**src/rtl/core/bvo_fifo.sv**
```systemverilog
// Small register queue between the front and the back of the evaluator.
// Depends on nothing but its parameters.
`timescale 1ns / 1ps

module bvo_fifo #(
  parameter int WIDTH = 8,
  parameter int DEPTH = 4
) (
  input  logic             clk,
  input  logic             rst_n,
  input  logic             push,
  input  logic [WIDTH-1:0] din,
  output logic             full,
  input  logic             pop,
  output logic [WIDTH-1:0] dout,
  output logic             empty
);

  localparam int PW = (DEPTH > 1) ? $clog2(DEPTH) : 1;
  localparam int CW = $clog2(DEPTH + 1);

  logic [WIDTH-1:0] mem_r [DEPTH];
  logic [PW-1:0]    wp_r, wp_nxt, rp_r, rp_nxt;
  logic [CW-1:0]    cnt_r, cnt_nxt;
  logic             do_push, do_pop;

  assign full    = (cnt_r == CW'(DEPTH));
  assign empty   = (cnt_r == '0);
  assign do_push = push && !full;
  assign do_pop  = pop && !empty;
  assign dout    = mem_r[rp_r];

  always_comb begin
    wp_nxt  = wp_r;
    rp_nxt  = rp_r;
    cnt_nxt = cnt_r;
    if (do_push) wp_nxt = (wp_r == PW'(DEPTH - 1)) ? '0 : wp_r + PW'(1);
    if (do_pop)  rp_nxt = (rp_r == PW'(DEPTH - 1)) ? '0 : rp_r + PW'(1);
    if (do_push && !do_pop) cnt_nxt = cnt_r + CW'(1);
    else if (do_pop && !do_push) cnt_nxt = cnt_r - CW'(1);
  end

  always_ff @(posedge clk) begin
    if (!rst_n) begin
      wp_r  <= '0;
      rp_r  <= '0;
      cnt_r <= '0;
    end else begin
      wp_r  <= wp_nxt;
      rp_r  <= rp_nxt;
      cnt_r <= cnt_nxt;
    end
  end

  always_ff @(posedge clk) begin
    if (do_push) mem_r[wp_r] <= din;
  end

endmodule

```
**config.mk**
```make
export PLATFORM = sky130hd
export DESIGN_NAME = bvo_fifo
export DESIGN_NICKNAME = d
export VERILOG_FILES = /design/src/rtl/core/bvo_fifo.sv
export SDC_FILE = /design/constraint.sdc
export NUM_CORES = 1
export LEC_CHECK = 0
export ABC_AREA = 1
export BUFFER_PORTS_ARGS = -buffer_cell sky130_fd_sc_hd__buf_2
export CAP_MARGIN = 20
export CELL_PAD_IN_SITES_DETAIL_PLACEMENT = 1
export CELL_PAD_IN_SITES_GLOBAL_PLACEMENT = 1
export CORE_MARGIN = 2
export CORE_UTILIZATION = 30
export DETAILED_ROUTE_END_ITERATION = 6
export HOLD_SLACK_MARGIN = 0.05
export PLACE_DENSITY = 0.54
export SYNTH_ARGS = -nofsm -noshare
export SYNTH_HDL_FRONTEND = slang
export SYNTH_SLANG_ARGS = --single-unit
```
**constraint.sdc**
```tcl
create_clock -name clk -period 2.9 [get_ports clk]
set_input_delay 0.29 -clock clk [delete_from_list [all_inputs] [get_ports clk]]
set_output_delay 0.29 -clock clk [all_outputs]
set_load 0.01 [all_outputs]
```
# == Yosys cells after proc, flatten, opt, wreduce, memory -nomap -nowiden ==
# Memory sizes are Yosys's and may differ from the RTL's. A register that Yosys moved wholly into a read port is not among the register bits.
# Index checks and enable logic that the tools add are counted.
# word_totals
output_inout_bits,10
ram_bits,32
inputBits,12
register_bits,7
mem_count,1
# op_classes
muxes,8
eq_ne,3
n_reduce_logical,10
add_sub_neg,4
# mem_list
name,depth,word_bits,read_ports,rd_ports_with_merged_regs,wr,line_no,source
mem_r,4,8,1,1,1,22,logic [WIDTH-1:0] mem_r [DEPTH];
# op_table
op,count
$mux 2,4
$mux 3,2
$add 2x1->2 const B,2
$eq 2x2->1 const B,2
$logic_and 1x1->1,4
$logic_not 1->1,4
$add 3x1->3 const B,1
$eq 3x3->1 const B,1
$logic_not 3->1,1
$sub 3x1->3 const B,1
$mux 1,2
$reduce_bool 2->1,1

# == Depth between registers and ports, before layout ==
# logic_depth
depth_word,7
ltp_mapped,13
ltp_nobuf,13

# == Least setup slack after synthesis ==
# OpenSTA, ideal clock, no wires.
# synth_path
kind,flip-flop to flip-flop
startpoint,register cnt_r[1]
endpoint,register cnt_r[1]
synth_period_minus_slack_ns,1.690
path_buffers,0
path_stages_with_launch,10
slack_ns,1.210
arrival_time_ns,1.574
path_cell_list,dfxtp_1 nor2_1 nand2_1 nand2_2 inv_1 ha_1 inv_1 fa_1 o21ai_0 nor2_1
# synth_rtl
element,line_no,source
"start, declared",24,"logic [CW-1:0] cnt_r, cnt_nxt;"
"start signal, assigned",51,cnt_r <= cnt_nxt;
$eq 3x3->1,27,assign full = (cnt_r == CW'(DEPTH));
$logic_not 1->1,29,assign do_push = push && !full;
$logic_and 1x1->1,29,
net do_push,25,"logic do_push, do_pop;"
$logic_and 1x1->1,39,if (do_push && !do_pop) cnt_nxt = cnt_r + CW'(1);
$mux 3,39,
net cnt_nxt[1],24,
# The timed path passes the listed nets, and every way through them passes these cells. The select of a mux whose other input is x is not followed.
# A chain may end at the register's enable or synchronous reset.

==> results.py <==
metrics = {
    "floorplan": {
        "core_area_sq_um": 5473,
        "die-area_sq_um": 6260,
        "start_util": 0.3093,
        "die_y_um": 79.12,
        "num_rows": 27,
        "fp.dieW_um": 79.12,
        "io_pins": 22,
    },
    "logic_synthesis": {
        "synth_nets": 167,
        "synth.cell_area_sq_um": 1693,
        "ys_async_sr_fraction": 0,
        "post_synth_num_cell_types": 18,
        "syn_inst": 148,
        "yosys_warnings": 0,
        "seq_area_frac_synth": 0.6741,
        "synth_flop_cell": "edfxtp_1",
        "avgSynthCellArea_sq_um": 11.44,
        "ys_ff_latch": 41,
        "synth_edf_count": 32,
    },
    "power_and_ir_drop": {
        "irDropWorstVdd_mv": 0.2899,
        "power.leakage_nw": 0.7850,
        "power_w": 0.001787,
        "seqPwrFrac": 0.453,
        "power.density_nw_per_um2": 906.4,
        "switching_share": 0.3382,
        "p_clk_frac": 0.248,
        "switchingPower_w": 0.0006045,
        "cellInternalPower_w": 0.001183,
        "combinationalPowerShare": 0.300,
    },
    "clocking": {
        "cts_resized": 0,
        "cts_tree": "done",
        "insertion_delay_ps": 290,
        "cts.sinks": 41,
        "cts_buffers": 5,
        "hold_buffers": 0,
        "cts_buffer_depth": 2,
        "h-tree-depth": 2,
        "cts_setup_buffers": 0,
        "path_clk_slew_ps": 80,
        "cts_root_buffer": "clkbuf_8",
    },
    "routing": {
        "vias": 1102,
        "drt-vias-per-instance": 4.462,
        "routedWlPerCell_um": 14.01,
        "ant_nets": 0,
        "dr.pass1.iters": 4,
        "routed_wirelength_mm": 3.460,
        "drcViolationCount": 0,
        "drt-initial-drc-count": 65,
    },
    "sta": {
        "post-route-period-util": 0.7051,
        "min_period_ps": 2045,
        "fmax_mhz": 489.1,
        "rsz0062_at_grt": "false",
        "skew_ps": 7.632,
        "tns_ps": 0,
        "max_slew_margin": 0.4339,
        "tightestPinTransition_ps": 846.1,
        "hold_viol": 0,
        "setup_viol": 0,
        "slew_viol_final": 0,
    },
    "layout": {
        "antenna-diode-count": 0,
        "multi_input_area_sq_um": 457.9,
        "drive_gt1_frac": 0.1829,
        "regArea_sq_um": 1141,
        "fin_nets": 193,
        "area_growth_pct": 16.48,
        "fill_cells": 634,
        "stdcell_count": 247,
    },
    "place": {
        "portBuffers": 21,
        "routabilityCongestion": 0.7078,
        "hpwl_mm": 2.419,
        "placed_cells": 239,
    },
    "worst_setup_path": {
        "cp-start-kind": "flop",
        "worst-path-max-fanout": 17,
        "critPathArrivalTime_ps": 1750,
        "end_kind": "output port",
        "critical_path_required_ps": 2610,
        "path_class": "reg2out",
    },
    "global_route": {
        "first_global_vias": 1161,
        "grt_max_degree": 18,
        "grt_pass1_wl_mm": 5.727,
        "grt-ovfl-total": 0,
        "track_usage": 0.1226,
        "antenna_found_initial": 0,
    },
    "outcome": {
        "status": "finished clean",
    },
    "hold_path": {
        "min_path_type": "in2reg",
    },
    "job": {
        "cap_violations": 0,
    },
}
[cell usage after synthesis, types with 2 or more instances]
cell       n  area (sq um)
a21oi_1    2         10.01
buf_6      2         22.52
dfxtp_1    9         180.2
edfxtp_1  32         960.9
ha_1       6         75.07
inv_1     18         67.56
nand2_1   14         52.55
nor2_1    33         123.9
o21ai_0   14         70.07
o21ai_2    3         26.28
o22ai_1    8         50.05
[placed cells by master, fill, tap and decap left out, types with 2 or more instances in the layout]
master     n
buf_2     21
clkbuf_8   5
o21ai_0   14
nor2_1    33
o22ai_1    8
ha_1       6
dfxtp_1    9
nand2_1   14
edfxtp_1  32
a21oi_1    2
inv_1     18
o21ai_2    3
[critical path, cell delays in order (launching register included)]
cell and delay, ps:
dfxtp_1 720, inv_2 280, o21ai_0 220, o22ai_1 100, buf_2 150
[flip-flops by register name, summed over array words and instances, names as in the netlist, named ones only]
name and cells:
mem_r 32, rp_r 2, wp_r 2, cnt_r 3
[power by group through the flow]
stage                     sequential (W)  clock [W]  combinational (W)
after CTS                       0.000812   0.000455           0.000551
after global routing            0.000825   0.000483           0.000622
final                           0.000809   0.000443           0.000535
after floorplan                 0.000789          0           0.000389
after detailed placement        0.000825          0           0.000549
after global placement          0.000820          0           0.000520
[cell type report]
cell class / count / area share
Clock buffer: 6 / 0.03680
Tap cell: 72 / 0.04569
Sequential cell: 41 / 0.5787
Timing Repair Buffer: 21 / 0.05330
Inverter: 19 / 0.03617
Clock inverter: 2 / 0.01713
Multi-Input combinational cell: 86 / 0.2322
[cells by family (layout without fill, tap and decap cells)]
| group | after synthesis | count (layout) | share of synthesized area |
|---|---|---|---|
| compound gates | 28 | 28 | 0.09535 |
| fa+ha+maj | 7 | 7 | 0.05617 |
| buf+inv | 21 | 48 | 0.05543 |
| flops | 41 | 41 | 0.6741 |
| simple gates | 51 | 51 | 0.1190 |
[layer usage]
layer / routed length (um) / GRT usage / up-vias
li1: - / - / 552
met1: 1557 / 0.1528 / 526
met2: 1713 / 0.2008 / 20
met3: 148 / 0.03636 / 4
met4: 40 / 0.04655 / 0
met5: 0 / 0 / -
[path summary, 6_finish.rpt]
check	start	to	slack [ps]	depth (start not counted)
setup / recovery	flop	dout[1]	860	4
hold / removal	din[2]	mem_r[1][2]	210	1
setup reg to reg	cnt_r[1]	cnt_r[2]	950	12
hold reg to reg	cnt_r[0]	cnt_r[0]	520	2
[through the flow]
| stage | cell area (sq um) | hold WS (ps) | util | worst slack (ps) |
|---|---|---|---|---|
| detailed placement | 1866 | 508.4 | 0.3409 | 944.8 |
| global placement | 1866 | 490.3 | 0.3409 | 1100 |
| floorplan | 1693 | 388.9 | - | 1210 |
| global route | 1972 | 212.4 | 0.3603 | 637.3 |
| finish | 1972 | 211.2 | 0.3603 | 855.3 |
| CTS | 1972 | 203.4 | 0.3603 | 779.2 |
Power figures use the tool's default switching activity.
