===== config.mk =====
export PLATFORM = sky130hd
export DESIGN_NAME = bvo_front
export DESIGN_NICKNAME = d
export VERILOG_FILES = /design/src/rtl/core/bvo_pkg.sv /design/src/rtl/core/bvo_front.sv
export SDC_FILE = /design/constraint.sdc
export NUM_CORES = 1
export LEC_CHECK = 0
export BUFFER_PORTS_ARGS = -buffer_cell sky130_fd_sc_hd__buf_2
export CAP_MARGIN = 20
export CORE_AREA = 5 5 246 248
export DETAILED_ROUTE_END_ITERATION = 7
export DIE_AREA = 0 0 251 253
export GPL_TIMING_DRIVEN = 0
export PLACE_DENSITY = 0.61
export SYNTH_ARGS = -nofsm -noshare
export SYNTH_HDL_FRONTEND = slang
export SYNTH_SLANG_ARGS = --single-unit

===== constraint.sdc =====
create_clock -name clk -period 36.8 [get_ports clk]
set_input_delay 3.68 -clock clk [delete_from_list [all_inputs] [get_ports clk]]
set_output_delay 3.68 -clock clk [all_outputs]
set_load 0.02 [all_outputs]

===== src/rtl/core/bvo_pkg.sv =====
// Package for the bit-vector operator evaluator: operator codes, queue word
// and pipeline side-band types, width helpers. No dependencies.
`timescale 1ns / 1ps

package bvo_pkg;

  localparam int DATA_W      = 64;
  localparam int WID_W       = 7;
  localparam int MAX_WIDTH   = 64;
  localparam int QUEUE_DEPTH = 4;

  typedef enum logic [4:0] {
    OP_NOT    = 5'd0,  OP_REDAND = 5'd1,  OP_REDOR  = 5'd2,  OP_REDXOR = 5'd3,
    OP_SLICE  = 5'd4,  OP_UEXT   = 5'd5,  OP_SEXT   = 5'd6,  OP_ITE    = 5'd7,
    OP_AND    = 5'd8,  OP_OR     = 5'd9,  OP_XOR    = 5'd10, OP_ADD    = 5'd11,
    OP_SUB    = 5'd12, OP_MUL    = 5'd13, OP_UDIV   = 5'd14, OP_UREM   = 5'd15,
    OP_EQ     = 5'd16, OP_NEQ    = 5'd17, OP_ULT    = 5'd18, OP_ULTE   = 5'd19,
    OP_UGT    = 5'd20, OP_UGTE   = 5'd21, OP_SLT    = 5'd22, OP_SLTE   = 5'd23,
    OP_SGT    = 5'd24, OP_SGTE   = 5'd25, OP_CONCAT = 5'd26, OP_SLL    = 5'd27,
    OP_SRL    = 5'd28, OP_SRA    = 5'd29
  } op_e;

  typedef enum logic [1:0] {
    SEL_RES = 2'd0,
    SEL_QUO = 2'd1,
    SEL_REM = 2'd2
  } sel_e;

  // classified item handed from the front to the back
  typedef struct packed {
    logic [4:0]        mode;
    logic [DATA_W-1:0] a;
    logic [DATA_W-1:0] b;
    logic [DATA_W-1:0] sa;
    logic [DATA_W-1:0] sb;
    logic [DATA_W-1:0] itev;
    logic [DATA_W-1:0] rmask;
    logic [WID_W-1:0]  sh;
    logic [WID_W-1:0]  wb;
    logic [5:0]        lo;
    logic              a_all;
  } op_t;

  // travels alongside the divider stages
  typedef struct packed {
    logic [DATA_W-1:0] res;
    logic [DATA_W-1:0] rmask;
    sel_e              sel;
    logic              ok;
  } side_t;

  function automatic logic [WID_W-1:0] clamp_w(input logic [WID_W-1:0] w);
    logic [WID_W-1:0] r;
    r = w;
    if (w == '0) r = WID_W'(1);
    else if (w > WID_W'(MAX_WIDTH)) r = WID_W'(MAX_WIDTH);
    return r;
  endfunction

  function automatic logic [DATA_W-1:0] wmask(input logic [WID_W-1:0] w);
    return ~({DATA_W{1'b1}} << w);
  endfunction

endpackage


===== src/rtl/core/bvo_front.sv =====
// Front end: registers an incoming word, clamps widths, masks operands and
// precomputes sign extensions. Depends on bvo_pkg.
`timescale 1ns / 1ps

module bvo_front
  import bvo_pkg::*;
(
  input  logic              clk,
  input  logic              rst_n,
  input  logic              in_push,
  output logic              in_full,
  input  logic [4:0]        in_mode,
  input  logic [DATA_W-1:0] in_operand_a,
  input  logic [DATA_W-1:0] in_operand_b,
  input  logic [DATA_W-1:0] in_operand_c,
  input  logic [WID_W-1:0]  in_width_a,
  input  logic [WID_W-1:0]  in_width_b,
  input  logic [WID_W-1:0]  in_result_width,
  input  logic [5:0]        in_slice_low,
  output logic              q_push,
  output op_t               q_din,
  input  logic              q_full
);

  logic             fr_v_r, fr_v_nxt;
  op_t              fr_op_r, op_nxt;
  logic [WID_W-1:0] wa, wb, wr;
  logic [DATA_W-1:0] ma, mb;
  logic [5:0]       ta, tb;

  assign in_full = fr_v_r && q_full;
  assign q_push  = fr_v_r;
  assign q_din   = fr_op_r;

  always_comb begin
    wa = clamp_w(in_width_a);
    wb = clamp_w(in_width_b);
    wr = clamp_w(in_result_width);
    ma = wmask(wa);
    mb = wmask(wb);
    ta = 6'(wa - WID_W'(1));
    tb = 6'(wb - WID_W'(1));
    op_nxt.mode  = in_mode;
    op_nxt.a     = in_operand_a & ma;
    op_nxt.b     = in_operand_b & mb;
    op_nxt.sa    = op_nxt.a[ta] ? (op_nxt.a | ~ma) : op_nxt.a;
    op_nxt.sb    = op_nxt.b[tb] ? (op_nxt.b | ~mb) : op_nxt.b;
    op_nxt.itev  = (op_nxt.a != '0) ? in_operand_b : in_operand_c;
    op_nxt.rmask = wmask(wr);
    op_nxt.sh    = (op_nxt.b > DATA_W'(wr)) ? wr : WID_W'(op_nxt.b);
    op_nxt.wb    = wb;
    op_nxt.lo    = in_slice_low;
    op_nxt.a_all = (op_nxt.a == ma);
  end

  assign fr_v_nxt = in_push;

  always_ff @(posedge clk) begin
    if (!rst_n) fr_v_r <= 1'b0;
    else if (!in_full) fr_v_r <= fr_v_nxt;
  end

  always_ff @(posedge clk) begin
    if (!in_full && in_push) fr_op_r <= op_nxt;
  end

endmodule


# --- Yosys cells after proc, flatten, opt, wreduce, memory -nomap -nowiden ---
# Index checks and enable logic that the tools add are counted.
word_totals:
  in_bits: 228
  register_bits: 411
  word_cells: 54
  out_inout_bits: 412
op_classes:
  muxes: 14
  addsub: 2
  shift: 3
  reduce_logical: 7
  bitwise_logic: 9
  order_cmp: 6
  n_eq_ne: 1
ops:
  columns: ["op", "n"]
  rows:
  - ["$not A64 Y64", 5]
  - ["$mux W64", 3]
  - ["$shl A64 B7 Y64 const A", 3]
  - ["$and A64 B64 Y64", 2]
  - ["$or A64 B64 Y64", 2]
  - ["$eq A64 B64 Y1", 1]
  - ["$gt A64 B7 Y1", 1]
  - ["$reduce_bool A64 Y1", 1]
  - ["$mux W7", 7]
  - ["$gt A7 B7 Y1 const B", 3]
  - ["$logic_not A7 Y1", 3]
  - ["$lt A6 B7 Y1 const B", 2]
  - ["$bmux W1 S6", 2]
  - ["$sub A6 B1 Y6 const B", 2]
  - ["$logic_and A1 B1 Y1", 2]
  - ["$mux W1", 2]
  - ["$logic_not A1 Y1", 1]

# --- Logic depth before layout (Yosys ltp) ---
depth:
  ltp_word: 9
  mapped_depth: 22
  mapped_depth_nobuf: 15

# --- Worst setup path after synthesis ---
# OpenSTA, ideal clock, no wires.
synth_timing:
  path_type: "input port to flip-flop"
  from: "input port q_full"
  to: "register fr_op_r (netlist bit q_din[0]) (enable)"
  stages: 2
  slack_ns: 13.789
  required_time_ns: 35.570
  setup_time_ns: 1.230
  t_arrival_ns: 21.781
  path_cell_list: "and2_1 -> nor2b_1"
synth_via:
  elab_chain_cells: 3
synth_lines:
  columns: ["item", "line_no", "source"]
  rows:
  - ["start, declared", "bvo_front.sv:22", "input logic q_full"]
  - ["$logic_and A1 B1 Y1", "bvo_front.sv:31", "assign in_full = fr_v_r && q_full;"]
  - ["$logic_not A1 Y1", "bvo_front.sv:64", "if (!in_full && in_push) fr_op_r <= op_nxt;"]
  - ["$logic_and A1 B1 Y1", "bvo_front.sv:64", null]
  - ["end signal, assigned", "bvo_front.sv:64", null]
  - ["end, declared", "bvo_front.sv:26", "op_t fr_op_r, op_nxt;"]
# No other way between the ends.
# A chain may end at the register's enable or synchronous reset.

==> impl_metrics.env <==
export IMPL_antenna_left=0
export IMPL_comb_power_share=0.194
export IMPL_max_cap_viol_count=0
export IMPL_yosysWarnings=0
export IMPL_crit_family="buffers and inverters"
export IMPL_synth_area_leaders="edfxtp_1 (62%), mux2_2 (3.7%), o21ai_0 (3.5%)"
export IMPL_critPathBufInv=11
export IMPL_synth_top_cell_area_share=0.625
export IMPL_cts_sinks=411
export IMPL_slew_violations=0
export IMPL_critical_path_class="input port to flop"
export IMPL_root_buffer="clkbuf_16"
export IMPL_cp_depth=20
export IMPL_post_route_period_util=0.325
export IMPL_drc=0
export IMPL_async_flop_share=0
export IMPL_grt_overflow=0
export IMPL_drive_gt1_frac=0.346
export IMPL_dpl_cell_area_mm2=0.0241
export IMPL_routedWlPerCell_um=30.0
export IMPL_rows=89
export IMPL_outcome="finished, final reports clean"
export IMPL_min_path_cells=2
export IMPL_place_congestion=0.994
export IMPL_cts_tree="built"
export IMPL_critPathLaunchType="input port"
export IMPL_skew_ns=0.0237
export IMPL_cts_hold_buf=0
export IMPL_p_per_area_mw_per_mm2=49.4
export IMPL_rr_worst_depth=6
export IMPL_netlist_area_mm2=0.0197
export IMPL_power_switching_mw=0.381
export IMPL_leakage_nw=10.5
export IMPL_syn_num_nets=1912
export IMPL_cp_required_ns=37.08
export IMPL_h_tree_depth=2
export IMPL_cts_resized=0
export IMPL_synth_largest_area_cell="edfxtp_1"
export IMPL_postSynthCellCount=1669
export IMPL_n_fill_cell=5603
export IMPL_cpMaxStageDelayCell="nor2_1"
export IMPL_synth_edf_count=410
export IMPL_p_int_mw=0.885
export IMPL_p_clk_frac=0.356
export IMPL_timing_fmax_mhz=83.6
export IMPL_final_cell_area_mm2=0.0256
export IMPL_final_nets=2609
export IMPL_setup_tns_ns=0
export IMPL_wl_mm=95.3
export IMPL_antenna_found_initial=9
export IMPL_synth_seq_cells=411
export IMPL_cp_arrival_ns=12.24
export IMPL_swShare=0.301
export IMPL_grt_pass1_wl_mm=130
export IMPL_tightest_slew_ns=1.22
export IMPL_hold_slack_ns=0.671
export IMPL_hp_class="flop to flop"
export IMPL_grt_pass1_vias=17266
export IMPL_post_cts_buffers=0
export IMPL_vias=17856
export IMPL_grt_max_degree=36
export IMPL_avgSynthCellArea_um2=11.8
export IMPL_path_cells="clkbuf_1 > clkbuf_1 > clkbuf_1 > clkbuf_1 > clkbuf_1 > buf_1 > nor2b_1 > ha_1 > clkbuf_1 > inv_1 > nor2_1 > o211ai_1 > o211ai_1 > a211oi_1 > o32ai_1 > buf_2 > and2_1 > clkbuf_1 > clkbuf_1 > o21ai_0"
export IMPL_core_mm2=0.0582
export IMPL_synth_flop_cell="edfxtp_1"
export IMPL_ioPinCount=640
export IMPL_finalPower_mw=1.27
export IMPL_dp_hpwl_mm=76.5
export IMPL_endpoint_kind="flop"
export IMPL_multi_input_area_mm2=0.00651
export IMPL_fp_dieH_um=253
export IMPL_syn_to_final_growth_pct=30.1
export IMPL_clock_latency_ns=0.58
export IMPL_clk_pin_slew_ns=0.06
export IMPL_cts_buffer_depth=3
export IMPL_vias_per_cell=5.62
export IMPL_min_from="q_push"
export IMPL_path_max_fanout=10
export IMPL_ir_drop_mv=0.0403
export IMPL_utilization=0.440
export IMPL_ys_seq_area_frac=0.626
export IMPL_timing_final_hold_violations=0
export IMPL_pwr_share_seq=0.450
export IMPL_cp_slowest_stage_delay_ns=0.83
export IMPL_crit_start="in_width_b[6]"
export IMPL_synth_distinct_cells=76
export IMPL_initial_core_util=0.338
export IMPL_seqCellArea_mm2=0.0123
export IMPL_fp_dieArea_mm2=0.0635
export IMPL_dr_pass1_iters=5
export IMPL_finalCriticalPeriod_ns=11.96
export IMPL_rsz0062_at_grt="false"
export IMPL_regToRegStartpoint="q_push"
export IMPL_setup_viol=0
export IMPL_grtUsageTotal=0.283
export IMPL_cts_buffers=45
export IMPL_port_buffers=633
export IMPL_slew_headroom=0.173
export IMPL_drtIter0Drc=1812
export IMPL_die_w_um=251
export IMPL_path_common_cell="clkbuf_1"
## cell usage after synthesis, types with 22 or more instances
library cell	count
a21oi_1	123
inv_1	113
nor2_1	119
nor2b_1	27
edfxtp_1	410
nor4_1	22
a21o_1	22
o31ai_1	25
o21ai_0	137
and2_1	27
nand2_1	137
mux2_2	64
clkbuf_1	82
## final timing paths
path | to | slack, ns
worst min-delay path | q_push | 0.67
worst max register to register | q_din[303] | 34.24
worst min register to register | q_push | 0.67
worst max-delay path | q_din[189] | 24.84
## cell type report
class | count | share of cell area
Antenna cell | 5 | 0.000488
Clock inverter | 25 | 0.00933
Multi-Input combinational cell | 1040 | 0.254
Inverter | 118 | 0.0173
Timing Repair Buffer | 650 | 0.136
Clock buffer | 56 | 0.0476
Tap cell | 773 | 0.0377
Sequential cell | 411 | 0.481
Buffer | 100 | 0.0166
## cell families (layout without fill, tap and decap cells)
| logic type | Yosys count | in the layout | synth area share |
|---|---|---|---|
| fa+ha+maj | 16 | 16 | 0.0100 |
| other cells | 1 | 6 | 0.000190 |
| buf+inv | 218 | 949 | 0.0441 |
| flops | 411 | 411 | 0.626 |
| simple gates | 463 | 463 | 0.115 |
| compound gates | 467 | 467 | 0.149 |
| xor+xnor | 1 | 1 | 0.000445 |
| mux | 92 | 92 | 0.0549 |
## worst reg2reg max path, stage by stage (launching register included)
cell and delay, ns:
dfxtp_1 0.30, and2_1 0.18, nor2b_4 0.69, buf_12 0.31, buf_12 0.26, buf_12 0.26, buf_12 0.25
## power groups by stage
| stage | clock network [mW] | logic, mW | registers, mW |
|---|---|---|---|
| CTS | 0.460 | 0.242 | 0.570 |
| global route | 0.480 | 0.256 | 0.572 |
| global placement | 0 | 0.238 | 0.604 |
| finish | 0.451 | 0.246 | 0.570 |
| detailed placement | 0 | 0.241 | 0.580 |
| floorplan | 0 | 0.0850 | 0.636 |
## registers in the layout (all words and copies together), names as in the netlist
register,cells
q_din,410
q_push,1
## through the flow
stage / setup WS [ns] / cells
global route: 24.83 / 3174
detailed placement: 24.69 / 3091
floorplan: 13.79 / 1669
finish: 24.84 / 3178
CTS: 25.29 / 3172
global placement: 6.22 / 3075
## layer usage
layer / global-route usage / vias up / wire length [µm]
li1: - / 7664 / -
met1: 0.357 / 8682 / 36000
met2: 0.473 / 1254 / 44800
met3: 0.0677 / 248 / 9500
met4: 0.115 / 8 / 4960
met5: 0 / - / 57
## placed cells by master, fill, tap and decap left out, types with 21 or more instances in the layout
cell and count:
buf_2 638, edfxtp_1 410, nand2_1 137, o21ai_0 137, a21oi_1 123, nor2_1 119, inv_1 113, clkbuf_1 89
mux2_2 64, clkbuf_16 46, and2_1 27, nor2b_1 26, o31ai_1 25, a21o_1 22, nor4_1 22, nor3_1 21
(Power assumes the default switching activity.)
